<file path="src/kf3_pkg.sv">
// shared types and constants of the three-state altitude kalman filter
`timescale 1ns / 1ps

package kf3_pkg;

    // magnitude limit of every internal product and quotient (2^60)
    localparam logic [63:0] LIMIT = 64'h1000_0000_0000_0000;

    // multiplier digit size and digit count over a 64-bit magnitude
    localparam int MUL_DIG_BITS = 16;
    localparam int MUL_DIGS     = 4;

    // dividend bits of the gain divide: 48-bit magnitude shifted by 32
    localparam int DIV_BITS = 80;

    // status of an iterative arithmetic unit
    typedef struct packed {
        logic busy;
        logic done;
        logic clip;
    } t_unit_stat;

endpackage

</file>
<file path="src/kf3_div.sv">
// restoring divider for the kalman gain, round to nearest, magnitude clip
`timescale 1ns / 1ps

module kf3_div (
    input  logic                    i_clk,
    input  logic                    i_rst_n,
    input  logic                    i_start,
    input  logic signed [47:0]      i_num,
    input  logic [47:0]             i_den,
    output kf3_pkg::t_unit_stat     o_stat,
    output logic signed [63:0]      o_res
);

    localparam int NB = kf3_pkg::DIV_BITS;
    localparam int CW = $clog2(NB + 1);
    localparam logic [CW-1:0] CNT_END = CW'(NB);

    logic               r_busy;
    logic               r_done;
    logic               r_clip;
    logic               r_neg;
    logic [NB-1:0]      r_dvd;
    logic [47:0]        r_rem;
    logic [NB-1:0]      r_q;
    logic [47:0]        r_den;
    logic [CW-1:0]      r_cnt;
    logic signed [63:0] r_res;

    logic [47:0]        w_u;
    logic [48:0]        w_rsh;
    logic [48:0]        w_diff;
    logic               w_ge;
    logic               w_over;
    logic [63:0]        w_mag;

    assign w_u    = i_num[47] ? 48'(-i_num) : 48'(i_num);
    assign w_rsh  = {r_rem, r_dvd[NB-1]};
    assign w_diff = w_rsh - {1'b0, r_den};
    assign w_ge   = w_rsh >= {1'b0, r_den};
    assign w_over = (|r_q[NB-1:61]) || (r_q[60] && (|r_q[59:0]));
    assign w_mag  = w_over ? kf3_pkg::LIMIT : {3'b0, r_q[60:0]};

    always_ff @(posedge i_clk) begin
        if (!i_rst_n) begin
            r_busy <= 1'b0;
            r_done <= 1'b0;
            r_clip <= 1'b0;
            r_cnt  <= '0;
        end else begin
            r_done <= 1'b0;
            if (i_start) begin
                r_busy <= 1'b1;
                r_cnt  <= '0;
                r_neg  <= i_num[47];
                r_den  <= i_den;
                // numerator scaled by 2^32 plus half the divisor for rounding
                r_dvd  <= {w_u, 32'b0} + NB'(i_den >> 1);
                r_rem  <= '0;
                r_q    <= '0;
            end else if (r_busy) begin
                if (r_cnt != CNT_END) begin
                    r_rem <= w_ge ? w_diff[47:0] : w_rsh[47:0];
                    r_q   <= {r_q[NB-2:0], w_ge};
                    r_dvd <= r_dvd << 1;
                    r_cnt <= r_cnt + 1'b1;
                end else begin
                    r_res  <= r_neg ? -$signed(w_mag) : $signed(w_mag);
                    r_clip <= w_over;
                    r_done <= 1'b1;
                    r_busy <= 1'b0;
                end
            end
        end
    end

    assign o_stat.busy = r_busy;
    assign o_stat.done = r_done;
    assign o_stat.clip = r_clip;
    assign o_res       = r_res;

endmodule

</file>
<file path="config.mk">
export PLATFORM = sky130hd
export DESIGN_NAME = kf3_div
export DESIGN_NICKNAME = d
export VERILOG_FILES = /design/src/kf3_pkg.sv /design/src/kf3_div.sv
export SDC_FILE = /design/constraint.sdc
export NUM_CORES = 1
export LEC_CHECK = 0
export BUFFER_PORTS_ARGS = -buffer_cell sky130_fd_sc_hd__buf_2
export CORE_MARGIN = 2
export CORE_UTILIZATION = 50
export DETAILED_ROUTE_END_ITERATION = 12
export PLACE_DENSITY = 0.67
export SLEW_MARGIN = 20
export SYNTH_ARGS = -nofsm -noshare
export SYNTH_HDL_FRONTEND = slang
export SYNTH_SLANG_ARGS = --single-unit
</file>
<file path="constraint.sdc">
create_clock -name i_clk -period 10.8 [get_ports i_clk]
set_input_delay 2.7 -clock i_clk [delete_from_list [all_inputs] [get_ports i_clk]]
set_output_delay 2.7 -clock i_clk [all_outputs]
set_load 0.01 [all_outputs]
</file>
=== Yosys cells after proc, flatten, opt, wreduce, memory -nomap -nowiden ===
Index checks and enable logic that the tools add are counted.

* Bits in registers: 331
* Output and inout port bits: 67

* Muxes and demuxes: 15
* Magnitude comparators: 1
* Reductions and logical operators: 13
* Bitwise logic cells: 4
* Equality and inequality tests: 1
* Add/sub/neg operators: 5

{| class="wikitable"
|+ Operator list
! cell !! number
|-
| $mux 80 || 5
|-
| $mux 48 || 4
|-
| $add 80x47->80 || 1
|-
| $mux 64 || 1
|-
| $neg 61->64 || 1
|-
| $mux 61 || 1
|-
| $reduce_or 60->1 || 1
|-
| $ge 49x48->1 || 1
|-
| $neg 48->48 || 1
|-
| $sub 48x48->48 || 1
|-
| $reduce_or 19->1 || 1
|-
| $add 7x1->7 const B || 1
|-
| $ne 7x7->1 const B || 1
|-
| $reduce_and 3->1 || 2
|-
| $mux 1 || 4
|-
| $not 1->1 || 4
|-
| $reduce_and 2->1 || 2
|-
| $reduce_and 4->1 || 1
|-
| $reduce_bool 2->1 || 2
|-
| $reduce_or 3->1 || 1
|-
| $reduce_or 2->1 || 1
|-
| $logic_and 1x1->1 || 1
|-
| $logic_or 1x1->1 || 1
|}

=== Depth between registers and ports, before layout ===
* Word-level depth: 6
* Mapped depth: 19
* Depth with buffers taken out: 17

=== Least setup slack after synthesis ===
No wires, ideal clock.

* Path kind: input-to-reg
* Start point: input i_start
* End point: register r_dvd[0] (enable)
* Data arrival time: 8,102 ps
* Setup time: 587 ps
* Cell stages on the path: 4
* Path slack: 2,111 ps
* Cells stage by stage: clkbuf_1 clkbuf_1 clkbuf_1 o21a_1

* Word-level cells in the longest chain between the ends: 2

{| class="wikitable"
|+ Ends and longest elaborated chain
! element !! RTL line !! RTL
|-
| start, declared || kf3_div.sv:7 || <nowiki>input logic i_start,</nowiki>
|-
| $reduce_bool 2->1 (no line) || - ||
|-
| $reduce_and 3->1 (no line) * || - ||
|-
| end signal, assigned || kf3_div.sv:57 || <nowiki>r_dvd <= {w_u, 32'b0} + NB'(i_den >> 1);</nowiki>
|-
| end signal, assigned || kf3_div.sv:64 || <nowiki>r_dvd <= r_dvd << 1;</nowiki>
|-
| end, declared || kf3_div.sv:22 || <nowiki>logic [NB-1:0] r_dvd;</nowiki>
|}

Every way passes the cells marked *; elsewhere a longest branch is shown, timed or not.
A chain may end at the register's enable or synchronous reset.

=== Worst setup path after layout ===
* Start point: input i_num[4]
* End point: register r_dvd[57] (data pin)

* Word-level cells in the longest chain between the ends: 4

{| class="wikitable"
|+ Ends and longest elaborated chain
! element !! RTL line !! RTL
|-
| start, declared || kf3_div.sv:8 || <nowiki>input logic signed [47:0] i_num,</nowiki>
|-
| $neg 48->48 || kf3_div.sv:36 || <nowiki>assign w_u = i_num[47] ? 48'(-i_num) : 48'(i_num);</nowiki>
|-
| $mux 48 * || kf3_div.sv:36 ||
|-
| $add 80x47->80 * || kf3_div.sv:57 ||
|-
| $mux 80 * || kf3_div.sv:51 || <nowiki>if (i_start) begin</nowiki>
|}

Marked as above.

==> impl_results.md <==
* Status: finished, final reports clean
* Placeable Area at 38700 um^2
* Finished Cell Area at 22200 um^2
* Share of cells above drive strength 1 at 16.5%
* Worst Clk Skew at 0.0213 ns
* Setup_tns at 0 ns
* Tmin final at 6.87 ns
* Syn. warnings at 0
* Row count at 72
* Setup Fix Bufs, Post-CTS at 0
* Die area at 40900 um^2
* Syn_area_per_cell at 10.5 um^2
* Max Fclk at 146 MHz
* CP Max Fanout at 11
* Pre-CTS WS at 3.10 ns
* Worst Path Arrival at 7.24 ns
* N_diodes at 0
* Endpoint of the worst register-to-register path: o_res[52]
* Pin count of the biggest net entering global routing at 145
* Slew headroom at 29.0%
* R2R Setup Slk at 5.56 ns
* Routed vias at 14798
* Root Driver: clkbuf_16
* PnR worst setup slack at 3.93 ns
* Crit. End Element: register
* Crit path kind: input port to register
* # clock sinks at 331
* Hold Vio Cnt, Final at 0
* Peak supply drop at 111 uV
* Worst Hold Class: register to register
* Cts bufs inserted at 38
* # port buffers at 165
* Routed wire length at 45.3 mm
* P per Cell Area at 158 nW/um^2
* Initial antenna violation count at 0
* Starting Density at 50.8%
* Startpoint types: input port
* FILL cells at 3373
* Area share of the leading cell type in the synthesized netlist at 49.0%
* CTS resizes at 0
* First-pass GRT wire length at 74.3 mm
* Post-synth net total at 2042
* Lkg Pwr at 8.48 nW
* Vias in the first global route at 14264
* Pins Over Slew Limit at 0
* Area Overhead vs Synth at 12.8%
* Top post-synthesis cells by area: edfxtp_1 49%, ha_1 4.3%, mux2_2 3.8%, xnor2_1 3.5%, a21oi_1 3.2%
* Critical path endpoint: r_dvd[57]
* Grt ovf at 0
* Synth Cell Area at 19700 um^2
* # setup viols final at 0
* DRC Markers at 0
* Pre-antenna DRT Iters at 5
* IO Pins at 166
* Cell accounting for the most synthesized area: edfxtp_1
* CTS tree: yes
* Synth Register Bits at 331
* Routed length per instance at 17.8 um
* Clock slew seen by the registers of the worst setup and hold paths at 0.06 ns
* Post-synth EDFFs at 321
* R2R depth at 16
* Sequential share of the synthesized area at 50.0%
* RD Place Congestion at 0.883
* Die X at 202 um
* Top-count cell post-synth: edfxtp_1
* Post-synth top cells: 321 x edfxtp_1, 151 x nand2_1, 150 x nor2_1
* FFs w/ async S/R, synth at 0%
* Ys flop type: edfxtp_1
* Vias per inst at 5.81
* Gate count of the mapped netlist at 1873
* CP startpoint: i_num[4]
* Max clock buf depth at 3
* Final #Nets at 2167
* Hold buffer count at cts at 0
* Antenna-violating nets left at 0
* Initial DRC count at 1092
* Area post-placement at 20900 um^2
* Die height at 202 um
* Least-Margin Pin Slew at 1.06 ns
* Htree depth at 2
* Total of max-cap violations at 0
* WP data required at 11.17 ns
* Count of different cell masters after synthesis at 72
* Core Util, Final at 57.3%
* Unrepaired setup endpoints after global routing: no
* DP HPWL at 30.8 mm
* Clk_lat worst skew at 0.54 ns
* Fin crit share at 63.6%
* R2r startpoint: r_q[50]
* Gr usage total at 22.1%
==> sequential cells by signal (all words and copies together), names as in the netlist <==
register  cells
o_res        64
r_busy        1
r_clip        1
r_cnt         7
r_den        48
r_done        1
r_dvd        80
r_neg         1
r_q          80
r_rem        48
==> logic make-up after synthesis <==
family	synth area share [%]
AOI/OAI and AO/OA	14.0
xor gates and xnor gates	6.64
adders and majority gates	4.53
buffers and inverters	3.59
DFF	50.0
muxes	3.94
and+or+nand+nor	17.2
==> metal layers <==
layer / vias to the layer above / global-route usage [%] / share of wire (%)
met5: - / 0 / 0
met4: 0 / 6.60 / 2.4
met3: 68 / 2.84 / 5.5
met2: 468 / 34.3 / 44
met1: 7087 / 32.5 / 48
li1: 7175 / - / -
==> cell usage in the layout (no fill, tap or decap), types with 16 or more instances in the layout <==
master	count
nor4_1	20
nand4_1	26
nor2_1	148
or4_1	16
a211oi_1	20
o31ai_1	25
nand2_1	151
and2_1	17
clkbuf_16	39
nor2b_1	85
a21o_1	40
buf_2	164
inv_1	87
nand3_1	43
xnor2_1	79
edfxtp_1	321
mux2_2	67
or3_1	33
a311oi_1	19
xor2_1	70
nor3_1	40
and3_1	19
a21oi_1	124
a31oi_1	16
ha_1	68
o21ai_0	66
o21a_1	24
==> critical path, stage by stage <==
cell      delay, ns
buf_2          0.13
nor4_1         0.39
nand2_1        0.30
or3_1          0.47
o31a_1         0.28
xor2_1         0.15
ha_1           0.36
a21o_1         0.19
a211o_1        0.28
o21ai_0        0.06
o21ai_0        0.13
o21a_1         0.21
o21a_1         0.22
o211ai_1       0.42
buf_4          0.27
a21oi_1        0.10
or3_1          0.38
a31oi_1        0.18
==> power by group <==
group,switching [mW],internal [mW]
logic,0.368,0.257
registers,0.0421,1.51
clock network,0.519,0.804
total,0.929,2.57
==> cell type report <==
type | count | area [um^2] | share of cell area, %
sequential | 331 | 9840 | 44.4
multi-input combinational | 1362 | 9140 | 41.2
clock buffer | 47 | 1040 | 4.67
timing repair buffer | 178 | 942 | 4.25
tap | 518 | 648 | 2.92
inverter | 87 | 327 | 1.47
clock inverter | 23 | 254 | 1.15
==> stage by stage <==
stage	cells	power, mW	hold slack, ns
finish	2546	3.50	0.525
detailed placement	2475	2.19	0.504
global route	2546	3.66	0.552
CTS	2545	3.53	0.524
floorplan	1873	2.04	0.471
global placement	2474	2.18	0.487
==> worst min path at each step <==
stage	cells after the start	from	endpoint
CTS	2	r_cnt[6]	r_cnt[6]
finish	2	r_cnt[6]	r_cnt[6]
floorplan	2	r_cnt[5]	r_cnt[5]
detailed placement	2	r_cnt[6]	r_cnt[6]
global placement	2	r_cnt[5]	r_cnt[5]
global route	1	r_dvd[44]	r_dvd[45]
No activity file was read; power rests on OpenSTA's default activity.
