### src/kf3_pkg.sv
// shared types and constants of the three-state altitude kalman filter
`timescale 1ns / 1ps

package kf3_pkg;

    // magnitude limit of every internal product and quotient (2^60)
    localparam logic [63:0] LIMIT = 64'h1000_0000_0000_0000;

    // multiplier digit size and digit count over a 64-bit magnitude
    localparam int MUL_DIG_BITS = 16;
    localparam int MUL_DIGS     = 4;

    // dividend bits of the gain divide: 48-bit magnitude shifted by 32
    localparam int DIV_BITS = 80;

    // status of an iterative arithmetic unit
    typedef struct packed {
        logic busy;
        logic done;
        logic clip;
    } t_unit_stat;

endpackage

### src/kf3_mul.sv
// iterative signed multiplier with round-to-nearest shift and magnitude clip
`timescale 1ns / 1ps

module kf3_mul (
    input  logic                    i_clk,
    input  logic                    i_rst_n,
    input  logic                    i_start,
    input  logic signed [63:0]      i_a,
    input  logic signed [63:0]      i_b,
    input  logic                    i_sh32,
    output kf3_pkg::t_unit_stat     o_stat,
    output logic signed [63:0]      o_res
);

    localparam int DW = kf3_pkg::MUL_DIG_BITS;
    localparam logic [2:0] STEP_RND = 3'(kf3_pkg::MUL_DIGS);
    localparam logic [2:0] STEP_FIN = 3'(kf3_pkg::MUL_DIGS + 1);

    logic               r_busy;
    logic               r_done;
    logic               r_clip;
    logic               r_neg;
    logic               r_sh32;
    logic [63:0]        r_ua;
    logic [63:0]        r_ub;
    logic [127:0]       r_acc;
    logic [2:0]         r_step;
    logic signed [63:0] r_res;

    logic [79:0]        w_part;
    logic [127:0]       w_add;
    logic [127:0]       w_half;
    logic [127:0]       w_q;
    logic               w_over;
    logic [63:0]        w_mag;

    assign w_part = r_ua * r_ub[DW-1:0];
    assign w_add  = {48'b0, w_part} << {r_step[1:0], 4'b0};
    assign w_half = r_sh32 ? 128'h8000_0000 : 128'h80_0000;
    assign w_q    = r_sh32 ? (r_acc >> 32) : (r_acc >> 24);
    assign w_over = (|w_q[127:61]) || (w_q[60] && (|w_q[59:0]));
    assign w_mag  = w_over ? kf3_pkg::LIMIT : {3'b0, w_q[60:0]};

    always_ff @(posedge i_clk) begin
        if (!i_rst_n) begin
            r_busy <= 1'b0;
            r_done <= 1'b0;
            r_clip <= 1'b0;
            r_step <= '0;
        end else begin
            r_done <= 1'b0;
            if (i_start) begin
                r_busy <= 1'b1;
                r_step <= '0;
                r_ua   <= i_a[63] ? 64'(-i_a) : 64'(i_a);
                r_ub   <= i_b[63] ? 64'(-i_b) : 64'(i_b);
                r_neg  <= i_a[63] ^ i_b[63];
                r_sh32 <= i_sh32;
                r_acc  <= '0;
            end else if (r_busy) begin
                if (r_step < STEP_RND) begin
                    // one 16-bit digit of b per cycle
                    r_acc  <= r_acc + w_add;
                    r_ub   <= r_ub >> DW;
                    r_step <= r_step + 3'd1;
                end else if (r_step == STEP_RND) begin
                    r_acc  <= r_acc + w_half;
                    r_step <= STEP_FIN;
                end else begin
                    r_res  <= r_neg ? -$signed(w_mag) : $signed(w_mag);
                    r_clip <= w_over;
                    r_done <= 1'b1;
                    r_busy <= 1'b0;
                end
            end
        end
    end

    assign o_stat.busy = r_busy;
    assign o_stat.done = r_done;
    assign o_stat.clip = r_clip;
    assign o_res       = r_res;

endmodule

### config.mk
export PLATFORM = sky130hd
export DESIGN_NAME = kf3_mul
export DESIGN_NICKNAME = d
export VERILOG_FILES = /design/src/kf3_pkg.sv /design/src/kf3_mul.sv
export SDC_FILE = /design/constraint.sdc
export NUM_CORES = 2
export LEC_CHECK = 0
export BUFFER_PORTS_ARGS = -buffer_cell sky130_fd_sc_hd__buf_2
export CORE_ASPECT_RATIO = 0.5
export CORE_UTILIZATION = 50
export DETAILED_ROUTE_END_ITERATION = 8
export PLACE_DENSITY = 0.76
export SYNTH_ARGS = -nofsm -noshare
export SYNTH_HDL_FRONTEND = slang
export SYNTH_SLANG_ARGS = --single-unit
### constraint.sdc
create_clock -name i_clk -period 27.6 [get_ports i_clk]
set_clock_uncertainty 0.05 [all_clocks]
set_input_delay 8.28 -clock i_clk [delete_from_list [all_inputs] [get_ports i_clk]]
set_output_delay 8.28 -clock i_clk [all_outputs]
set_load 0.05 [all_outputs]
# Yosys cells after proc, flatten, opt, wreduce, memory -nomap -nowiden

Cells that the tools add are included.

Bitwise gates (word level): 6
Multiplexer cells: 19
Multipliers: 1
Reduce and logical (&&, ||, !) cells: 16
Order comparisons: 1
Shift-type cells: 1
$add $sub $neg: 6
Eq/ne operators: 1

Operators by type and width:

| cell                                                          | count |
|---|---|
| 128-bit two-way mux                                           | 3 |
| 64-bit two-way mux                                            | 5 |
| 128-bit adder                                                 | 1 |
| 128-bit by 32-bit adder with 128-bit output                   | 1 |
| 64-bit negator                                                | 2 |
| 80-bit by 6-bit left shift with 128-bit output                | 1 |
| 104-bit two-way mux                                           | 1 |
| 64-bit by 16-bit multiplier with 80-bit output                | 1 |
| 67-bit OR reduction                                           | 1 |
| 61-bit negator with 64-bit output                             | 1 |
| 63-bit two-way mux                                            | 1 |
| 61-bit two-way mux                                            | 1 |
| 60-bit OR reduction                                           | 1 |
| 32-bit two-way mux                                            | 1 |
| 3-bit two-way mux                                             | 2 |
| 3-bit AND reduction                                           | 2 |
| 2-bit nonzero test                                            | 3 |
| 1-bit two-way mux                                             | 5 |
| 1-bit inverter                                                | 5 |
| 5-bit AND reduction                                           | 1 |
| 2-bit AND reduction                                           | 2 |
| 4-bit AND reduction                                           | 1 |
| 4-bit OR reduction                                            | 1 |
| 3-bit by 1-bit adder with 3-bit output, second input constant | 1 |
| other kinds (7)                                               | 7 |

Bits in registers: 328
Input bits: 132
Word-level logic and storage cells: 62

# Logic depth before layout (Yosys ltp)

Depth after elaboration: 7
Gate-level depth with buffers: 41
Depth with buffers taken out: 37

# Worst setup path before layout

OpenSTA, ideal clock, no wires.

Path kind: input to register
Start: input i_start
End: register r_acc[0], enable pin
Required time: 26,892 ps
Path slack: 11,962 ps
Stages: 4
Setup time: 658 ps
Arrival time: 14,930 ps
Path through: clkbuf_1 > inv_1 > clkbuf_1 > a21oi_1

Word-level cells in the longest chain between the ends: 2

RTL lines:

| element                                                                   | line          | source |
|---|---|---|
| start: declaration                                                        | kf3_mul.sv:7  | `input logic i_start,` |
| 3-bit nonzero test (no source line) or 2-bit nonzero test (tied branches) | -             |  |
| 3-bit AND reduction (no source line) (*)                                  | -             |  |
| end signal: assignment                                                    | kf3_mul.sv:63 | `r_acc <= r_acc + w_add;` |
| end signal: assignment                                                    | kf3_mul.sv:67 | `r_acc <= r_acc + w_half;` |
| end: declaration                                                          | kf3_mul.sv:26 | `logic [127:0] r_acc;` |

Every way passes the cells marked *; elsewhere a longest branch is shown, timed or not.
A chain may end at the register's enable or synchronous reset.

# Worst setup path in the final report

Start: register r_ub[3]
End: register r_acc[121] (data pin)

Word-level cells in the longest chain between the ends: 5

RTL lines:

| element                                        | line          | source |
|---|---|---|
| start: declaration                             | kf3_mul.sv:25 | `logic [63:0] r_ub;` |
| start signal: assignment                       | kf3_mul.sv:56 | `r_ub <= i_b[63] ? 64'(-i_b) : 64'(i_b);` |
| start signal: assignment                       | kf3_mul.sv:64 | `r_ub <= r_ub >> DW;` |
| 64-bit by 16-bit multiplier with 80-bit output | kf3_mul.sv:37 | `assign w_part = r_ua * r_ub[DW-1:0];` |
| 80-bit by 6-bit left shift with 128-bit output | kf3_mul.sv:38 | `assign w_add = {48'b0, w_part} << {r_step[1:0], 4'b0};` |
| 128-bit adder                                  | kf3_mul.sv:63 |  |
| 128-bit two-way mux                            | kf3_mul.sv:61 | `if (r_step < STEP_RND) begin` |
| 128-bit two-way mux                            | kf3_mul.sv:60 | `end else if (r_busy) begin` |

No other way between the ends. The select of a mux whose other input is x is not followed.

==> metrics.yaml <==
grt_pass1_wl_mm: 283
syn_area_per_cell_um2: 8.49
vias_per_cell: 5.98
ant_nets: 0
antenna_found_initial: 3
cp-start-kind: "flop"
clockRootBuffer: "clkbuf_16"
final_max_slew_viol_count: 0
drt-initial-drc-count: 5102
grt-ovfl-total: 0
rsz0062_at_grt: "no"
syn_inst: 6951
grt_use_total: 0.303
yosys_warnings: 0
max-slew-margin-rel: 0.112
clk_pin_slew_ns: 0.07
status: "finished clean"
holdBufCountCts: 0
ys.flop_type: "edfxtp_1"
crit_fanout: 56
start_util: 0.508
final_nets: 8115
io_buffers: 198
worstMarginPinSlew_ns: 1.32
die_h_um: 245
reg2reg_from: "r_ub[3]$_DFFE_PP_"
wl_per_cell_um: 21.2
synth_enable_flop_cells: 322
cts_tree: "done"
crit_top_cell: "fa_1"
cts_max_path_buffers: 3
synthToLayoutAreaGrowth_pct: 5.33
syn-cell-area_um2: 59000
wl_mm: 179
setup_viol: 0
worstHoldStart: "r_clip$_SDFFE_PN0P_"
cp_data_arrival_time_ns: 12.89
nFillCells: 10637
grt_max_degree: 94
syn_nets: 8234
post-route-period-util: 0.457
synth_top_area_share: 0.294
hold_viol_final: 0
critPathMaxStageDelay_ns: 1.06
worstPathRequired_ns: 27.87
place.gp.congestion: 1.03
h-tree-depth: 2
synth-async-reset-ratio: 0
drc: 0
critPathCaptureType: "flop"
ys_seq_elements: 328
die_x_um: 488
path_class: "flop to flop"
cts.sinks: 328
dp_hpwl_mm: 137
layout-drive-gt1-share: 0.0577
cts_made_buffers: 37
cap_violations: 0
crit_start: "r_ub[3]$_DFFE_PP_"
whs_ns: 0.464
grt_pass1_vias: 50156
synth_cell_types: 90
dr.pass1.iters: 6
cts_resized: 0
max_freq_ghz: 0.0793
min_path_type: "flop to flop"
cts_setup_buffers: 0
crit_slowest_cell: "nor3_1"
num_rows: 88
synthTopCellsByArea: "fa_1, edfxtp_1, nand2_1"
die-area_um2: 119000
tns_ns: 0
yosysTopAreaCell: "fa_1"
period_needed_ns: 12.62
io_pins: 199
clk_latency_ns: 0.66
via_count: 50452
yosysSeqAreaShare: 0.166
core-area_um2: 116000
## cells in the mapped netlist, types with 25 or more instances
master,count
nor2b_1,29
nor2_1,476
fa_1,867
inv_1,999
nand4_1,100
and2_1,365
nand2_1,1022
and3_1,40
o31ai_1,60
o21a_1,39
or3_1,40
o41ai_1,30
edfxtp_1,322
a211oi_1,42
nor3_1,114
or4_1,30
clkbuf_1,374
ha_1,284
o21bai_1,54
a31oi_1,36
o21ai_0,259
nand2b_1,34
nand3_1,61
a21oi_1,386
a21o_1,111
mux2_2,27
nor4_1,42
xnor2_1,198
xor2_1,139
mux2i_1,92
o211ai_1,25
## layer usage
| layer | global-route usage | part of all wire | wire (um) |
|---|---|---|---|
| met5 | 0.0125 | 0.0014 | 244 |
| met4 | 0.100 | 0.036 | 6500 |
| met3 | 0.0717 | 0.11 | 19600 |
| met2 | 0.466 | 0.44 | 78600 |
| met1 | 0.420 | 0.41 | 74300 |
## cell families after synthesis
kind of cell	Yosys count	synth area share
mux	119	0.0208
compound gates	1193	0.127
fa+ha+maj	1151	0.354
simple gates	2417	0.192
flops	328	0.166
xor+xnor	337	0.0500
buf+inv	1406	0.0899
## worst paths after layout
path | endpoint | slack (ns) | depth (start not counted)
worst max-delay path | r_acc[121]$_SDFFCE_PP0P_ | 14.98 | 34
worst max register to register | r_acc[121]$_SDFFCE_PP0P_ | 14.98 | 34
worst min-delay path | r_clip$_SDFFE_PN0P_ | 0.46 | 2
worst min register to register | r_clip$_SDFFE_PN0P_ | 0.46 | 2
## sequential cells by signal (all words and copies together), names as in the netlist, 3 cells and up
signal,cells
r_ub,64
r_ua,64
o_res,64
r_acc,128
r_step,3
## cell type report
type / instances / area [um2] / share of cell area
clock inverter: 26 / 332 / 0.00534
sequential: 328 / 9790 / 0.158
tap: 1575 / 1970 / 0.0317
antenna: 1 / 2.50 / 0.0000403
clock buffer: 41 / 972 / 0.0156
inverter: 1002 / 3760 / 0.0605
timing repair buffer: 246 / 1360 / 0.0218
multi-input combinational: 5217 / 44000 / 0.707
## placed cells by master (no fill, tap or decap), types with 41 or more instances in the layout
cell type  instances
o31ai_1           60
buf_4             48
edfxtp_1         322
a211oi_1          42
and2_1           364
inv_1            999
fa_1             867
mux2i_1           92
nor2_1           474
xnor2_1          198
o21ai_0          258
nand3_1           61
nand2_1         1022
nand4_1          100
buf_2            197
nor3_1           114
a21oi_1          385
nor4_1            41
a21o_1           111
xor2_1           139
ha_1             284
o21bai_1          54
## worst max-delay path: cells and delay by family (launching register included)
family                     cells  cell delay [ns]
AOI/OAI and AO/OA             12             3.96
adders and majority gates      8             3.77
buffers and inverters          4             0.83
DFF                            1             0.55
and+or+nand+nor               10             3.12
## stage by stage
stage	util	worst slack (ns)	std cells	cell area, um2
after CTS	0.535	15.44	8435	62100
final	0.535	14.98	8436	62100
after detailed placement	0.524	14.96	8368	60800
after global routing	0.535	14.61	8435	62100
after global placement	0.524	15.03	8368	60800
after floorplan	-	11.96	6951	59000
Power is left out: the tool's default activity adds up to more than one toggle a clock period on the data nets, which glitch-free logic cannot reach.
